===== src/design/pft_pkg.sv =====
// package for the page/frame table block: action codes, word types
// no dependencies
`default_nettype none
package pft_pkg;
   localparam logic [2:0] ACT_ACCESS    = 3'd0;
   localparam logic [2:0] ACT_LOAD      = 3'd1;
   localparam logic [2:0] ACT_EVICT     = 3'd2;
   localparam logic [2:0] ACT_CLEAR_REF = 3'd3;
   localparam logic [2:0] ACT_FIND_FREE = 3'd4;
   localparam logic [2:0] ACT_READ      = 3'd5;

   typedef struct packed {
      logic [2:0]  action;
      logic [11:0] page;
      logic [5:0]  frame;
      logic        is_write;
      logic [31:0] time_req;
   } req_type;

   typedef struct packed {
      logic        valid_res;
      logic [5:0]  frame_out;
      logic        found;
      logic [11:0] owner_page;
      logic        referenced;
      logic        modified;
      logic [31:0] last_time;
   } rsp_type;
endpackage
`default_nettype wire


===== src/design/pft_front.sv =====
// front end: request skid queue (two entries) feeding the back end
// depends on pft_pkg
`default_nettype none
module pft_front (
   input  wire logic            clock,
   input  wire logic            reset,
   input  wire logic            req_valid,
   output logic                 req_ready,
   input  wire pft_pkg::req_type req_word,
   output logic                 q_valid,
   input  wire logic            q_ready,
   output pft_pkg::req_type     q_word
);
   pft_pkg::req_type mem_ff [2];
   logic rd_ptr_ff, wr_ptr_ff;
   logic [1:0] cnt_ff;
   logic push, pop;

   assign req_ready = (cnt_ff != 2'd2);
   assign q_valid   = (cnt_ff != 2'd0);
   assign q_word    = mem_ff[rd_ptr_ff];
   assign push = req_valid && req_ready;
   assign pop  = q_valid && q_ready;

   // queue storage
   always_ff @(posedge clock) begin
      if (push) mem_ff[wr_ptr_ff] <= req_word;
   end

   // pointers and fill count
   always_ff @(posedge clock) begin
      if (reset) begin
         rd_ptr_ff <= 1'b0;
         wr_ptr_ff <= 1'b0;
         cnt_ff    <= 2'd0;
      end else begin
         if (push) wr_ptr_ff <= ~wr_ptr_ff;
         if (pop)  rd_ptr_ff <= ~rd_ptr_ff;
         cnt_ff <= cnt_ff + {1'b0, push} - {1'b0, pop};
      end
   end
endmodule
`default_nettype wire


===== config.mk =====
export PLATFORM = sky130hd
export DESIGN_NAME = pft_front
export DESIGN_NICKNAME = d
export VERILOG_FILES = /design/src/design/pft_pkg.sv /design/src/design/pft_front.sv
export SDC_FILE = /design/constraint.sdc
export NUM_CORES = 1
export LEC_CHECK = 0
export BUFFER_PORTS_ARGS = -buffer_cell sky130_fd_sc_hd__buf_2
export CAP_MARGIN = 20
export CORE_ASPECT_RATIO = 0.7
export CORE_UTILIZATION = 44
export DETAILED_ROUTE_END_ITERATION = 10
export PLACE_DENSITY = 0.68
export SYNTH_ARGS = -nofsm -noshare
export SYNTH_HDL_FRONTEND = slang
export SYNTH_SLANG_ARGS = --single-unit

===== constraint.sdc =====
create_clock -name clock -period 4.6 [get_ports clock]
set_input_delay 0.92 -clock clock [delete_from_list [all_inputs] [get_ports clock]]
set_output_delay 0.92 -clock clock [all_outputs]
set_load 0.02 [all_outputs]

* After elaboration in Yosys (flattened, before gate mapping)
Memories as Yosys holds them, arrays and structs flattened. A register that Yosys moved wholly into a read port is not among the register bits.
Index checks and enable logic that the tools add are counted.
** Cells by class
- Add/sub/neg operators :: 2
- Equality and inequality tests :: 1
- Muxes and demuxes :: 4
- Bitwise operators :: 2
- Reductions and logical operators :: 3
** Operators by type and width (number)
- 1-bit two-way mux :: 4
- 2-bit by 1-bit adder with 2-bit output :: 1
- 1-bit logical AND :: 2
- 2-bit != test (second input constant) :: 1
- 1-bit inverter :: 2
- 2-bit nonzero test :: 1
- 2-bit by 1-bit subtractor with 2-bit output :: 1
** Word-level totals
- Register bits :: 4
- RAM bits :: 108
- Input port bits :: 58
- Output and inout bits :: 56
- Logic and storage cells :: 16
- Memories :: 1
** Memory list
- mem_ff :: words 2, bits a word 54, rd ports 1, clocked after Yosys merged registers in 1, wr ports 1, line pft_front.sv:14 : pft_pkg::req_type mem_ff [2];

* Longest topological paths before layout
- Word-level depth :: 4
- Gate-level depth with buffers :: 8
- Gate-level depth less buffers :: 8

* Worst setup path before layout
Ideal clock, no wire load.
- Path kind :: input to register
- Start point :: input req_valid
- End point :: memory mem_ff[0][0] in the netlist's numbering (enable)
- Library setup time :: 0.466 ns
- Arrival :: 3.243 ns
- Setup slack :: 0.891 ns
- Stages :: 2
- Buffers on the path :: 0
- Cell sequence :: nand2_2 > nor2_1
** On the way
- Longest elaborated chain between the ends :: 3
** RTL lines
- from (decl) :: line pft_front.sv:7 : input wire logic req_valid,
- 1-bit logical AND :: line pft_front.sv:22 : assign push = req_valid && req_ready;
- 1-bit two-way mux :: line pft_front.sv:27 : if (push) mem_ff[wr_ptr_ff] <= req_word;
- 1-bit two-way mux (not written as such) :: line pft_front.sv:27
- to (decl) :: line pft_front.sv:14
Every way passes these cells.

==> impl_metrics.ini <==
[outcome]
status = completed

[drt]
firstDrtPassIters = 4
wl_per_cell_um = 15.1
wirelength_mm = 6.95
vias_per_cell = 4.59
vias = 2111
route.detailed.drc = 0
drtIter0Drc = 96
postRouteAntennaNets = 0

[global_route]
grt_usage = 0.143
grt_antenna_before_repair = 0
grt_first_pass_wirelength_mm = 10.5
grt_pass1_vias = 2152
grt-ovfl-total = 0
grt_max_degree = 55

[floorplanning]
ios = 114
num_rows = 30
design.core.area_sq_um = 9680
die_w_um = 121
start_util = 0.453
die_height_um = 85.5
dieArea_sq_um = 10400

[cts]
clkLatencyLatePin_ns = 0.40
cts_max_path_buffers = 2
htree_num_levels = 4
postCtsSetupBuffers = 0
cts_resized = 0
cts.clk_slew.worst_paths_ns = 0.05
root_buffer = clkbuf_16
numCtsBuffers = 17
cts_tree = done
cts_sinks = 113
cts_hold_buffers = 0

[timing]
layout_worst_path_cycle_share = 0.634
hold_viol_final = 0
clock.fmax_mhz = 343
finClkSkew_ns = 0.00811
rsz0062_at_grt = false
slew_violations = 0
finalSetupTns_ns = 0
fin_crit_ns = 2.92
setup_violations = 0
relSlewSlack = 0.312
tightest_slew_ns = 1.03

[synth]
synth_area_sq_um = 4380
synth-seq-area-share = 0.763
synth_warnings = 0
syn_inst = 192
avgSynthCellArea_sq_um = 22.8
synth-seq-cells = 113
yosysUniqueCellTypes = 17
syn_nets = 252

[setup_path]
path_buf_inv = 1
path_delay_family = flip-flops
crit_fanout = 54
path_class = flip-flop to output port
critPathLaunchType = flip-flop
r2r_cells = 3
crit_chain = mux2_2, buf_2
r2r_end = mem_ff[1][30]
worstPathRequired_ns = 3.68
cp.arrival_ns = 2.00
endpoint_kind = output port
slowest_delay_ns = 1.00
cp_slowest_cell = dfxtp_4
r2r_start = cnt_ff[0]
r2r_slack_ns = 2.50

[hold_path]
hp-class = flip-flop to flip-flop
min_from = rd_ptr_ff
hold_depth = 2

[placement]
gp_congestion = 0.703
hpwl_mm = 4.56
place_area_sq_um = 5020
io_buffers = 113

[cells_and_area]
layout_commonest_cell = buf_2
nets = 380
antenna_cells = 0
drive_gt1_frac = 0.596
final_cell_mix = buf_2 (113), edfxtp_1 (108), mux2_4 (50)
fin_area_sq_um = 5530
area_delta_synth_final_pct = 26.3

[pwr]
p_int_w = 0.00241
powerDensity_nw_per_um2 = 600
power_leakage_nw = 2.20
ir_worst_vdd_uv = 424
p_comb_frac = 0.237
swShare = 0.274
pwr-share-clk = 0.335
power.net_switching_w = 0.000910
pwr-share-seq = 0.428

[run]
maxCapViolations = 0
[metrics by stage]
stage	worst slack (ns)	power [W]	utilization	cells	hold WS [ns]
finish	1.68	0.00332	0.571	460	0.522
global route	1.59	0.00346	0.571	460	0.588
CTS	1.64	0.00336	0.571	460	0.529
detailed placement	1.96	0.00224	0.519	429	0.507
global placement	1.99	0.00223	0.519	429	0.493
floorplan	0.891	0.00206	-	192	0.481
[power groups by stage]
stage          Combinational, W  Sequential [W]  Clock, W
2_1_floorplan          0.000705         0.00135         0
3_3_place_gp           0.000793         0.00144         0
3_5_place_dp           0.000798         0.00144         0
4_1_cts                0.000799         0.00143   0.00113
5_1_grt                0.000836         0.00144   0.00118
6_report               0.000788         0.00142   0.00111
[state kept, by name, indices dropped and copies added (netlist names), named ones only]
signal / count
wr_ptr_ff: 1
mem_ff: 108
cnt_ff: 2
rd_ptr_ff: 1
[routing by layer]
layer	vias to the layer above	global-route usage	wire (um)
li1	1010	-	-
met1	1008	0.179	3120
met2	81	0.213	3240
met3	12	0.0539	491
met4	0	0.0842	93
met5	-	0	0
[Yosys cell counts, drive strengths merged]
master	instances	area share
nor2b	2	0.0029
ha	2	0.0057
o21a	1	0.0017
or2	1	0.0014
edfxtp	108	0.74
xor2	1	0.0020
xnor2	2	0.0040
mux2	55	0.18
buf	6	0.025
inv	1	0.00086
nand2	1	0.0014
and3	1	0.0014
dfxtp	5	0.023
nand2b	1	0.0020
nor2	5	0.0043
[cell type report]
type / count / area (sq um)
clock inverters: 11 / 72.6
clock buffers: 20 / 437
repair buffers: 115 / 581
well taps: 128 / 160
inverters: 1 / 3.75
flip-flops and latches: 113 / 3350
fillers: 771 / 4150
multi-input cells: 72 / 933
[how the worst max path moves through the flow]
stage | cells past startpoint | from | end
global placement | 3 | req_valid | mem_ff[1][32]
CTS | 2 | flip-flop | q_word[53]
global route | 2 | flip-flop | q_word[53]
detailed placement | 3 | req_valid | mem_ff[1][23]
floorplan | 2 | req_valid | mem_ff[0][0]
finish | 2 | flip-flop | q_word[53]
[worst min-delay path: stages, from the launching register on]
cell     delay (ns)
dfxtp_1        0.32
xnor2_1        0.09
nor2_1         0.08
[logic make-up after synthesis]
| kind of cell | Yosys count | share of synthesized area |
|---|---|---|
| and+or+nand+nor | 11 | 0.0134 |
| buffers and inverters | 7 | 0.0263 |
| adders and majority gates | 2 | 0.00571 |
| AOI/OAI and AO/OA | 1 | 0.00171 |
| muxes | 55 | 0.184 |
| xor gates and xnor gates | 3 | 0.00600 |
| DFF | 113 | 0.763 |
Note: power is estimated with default switching activity, not from simulation.
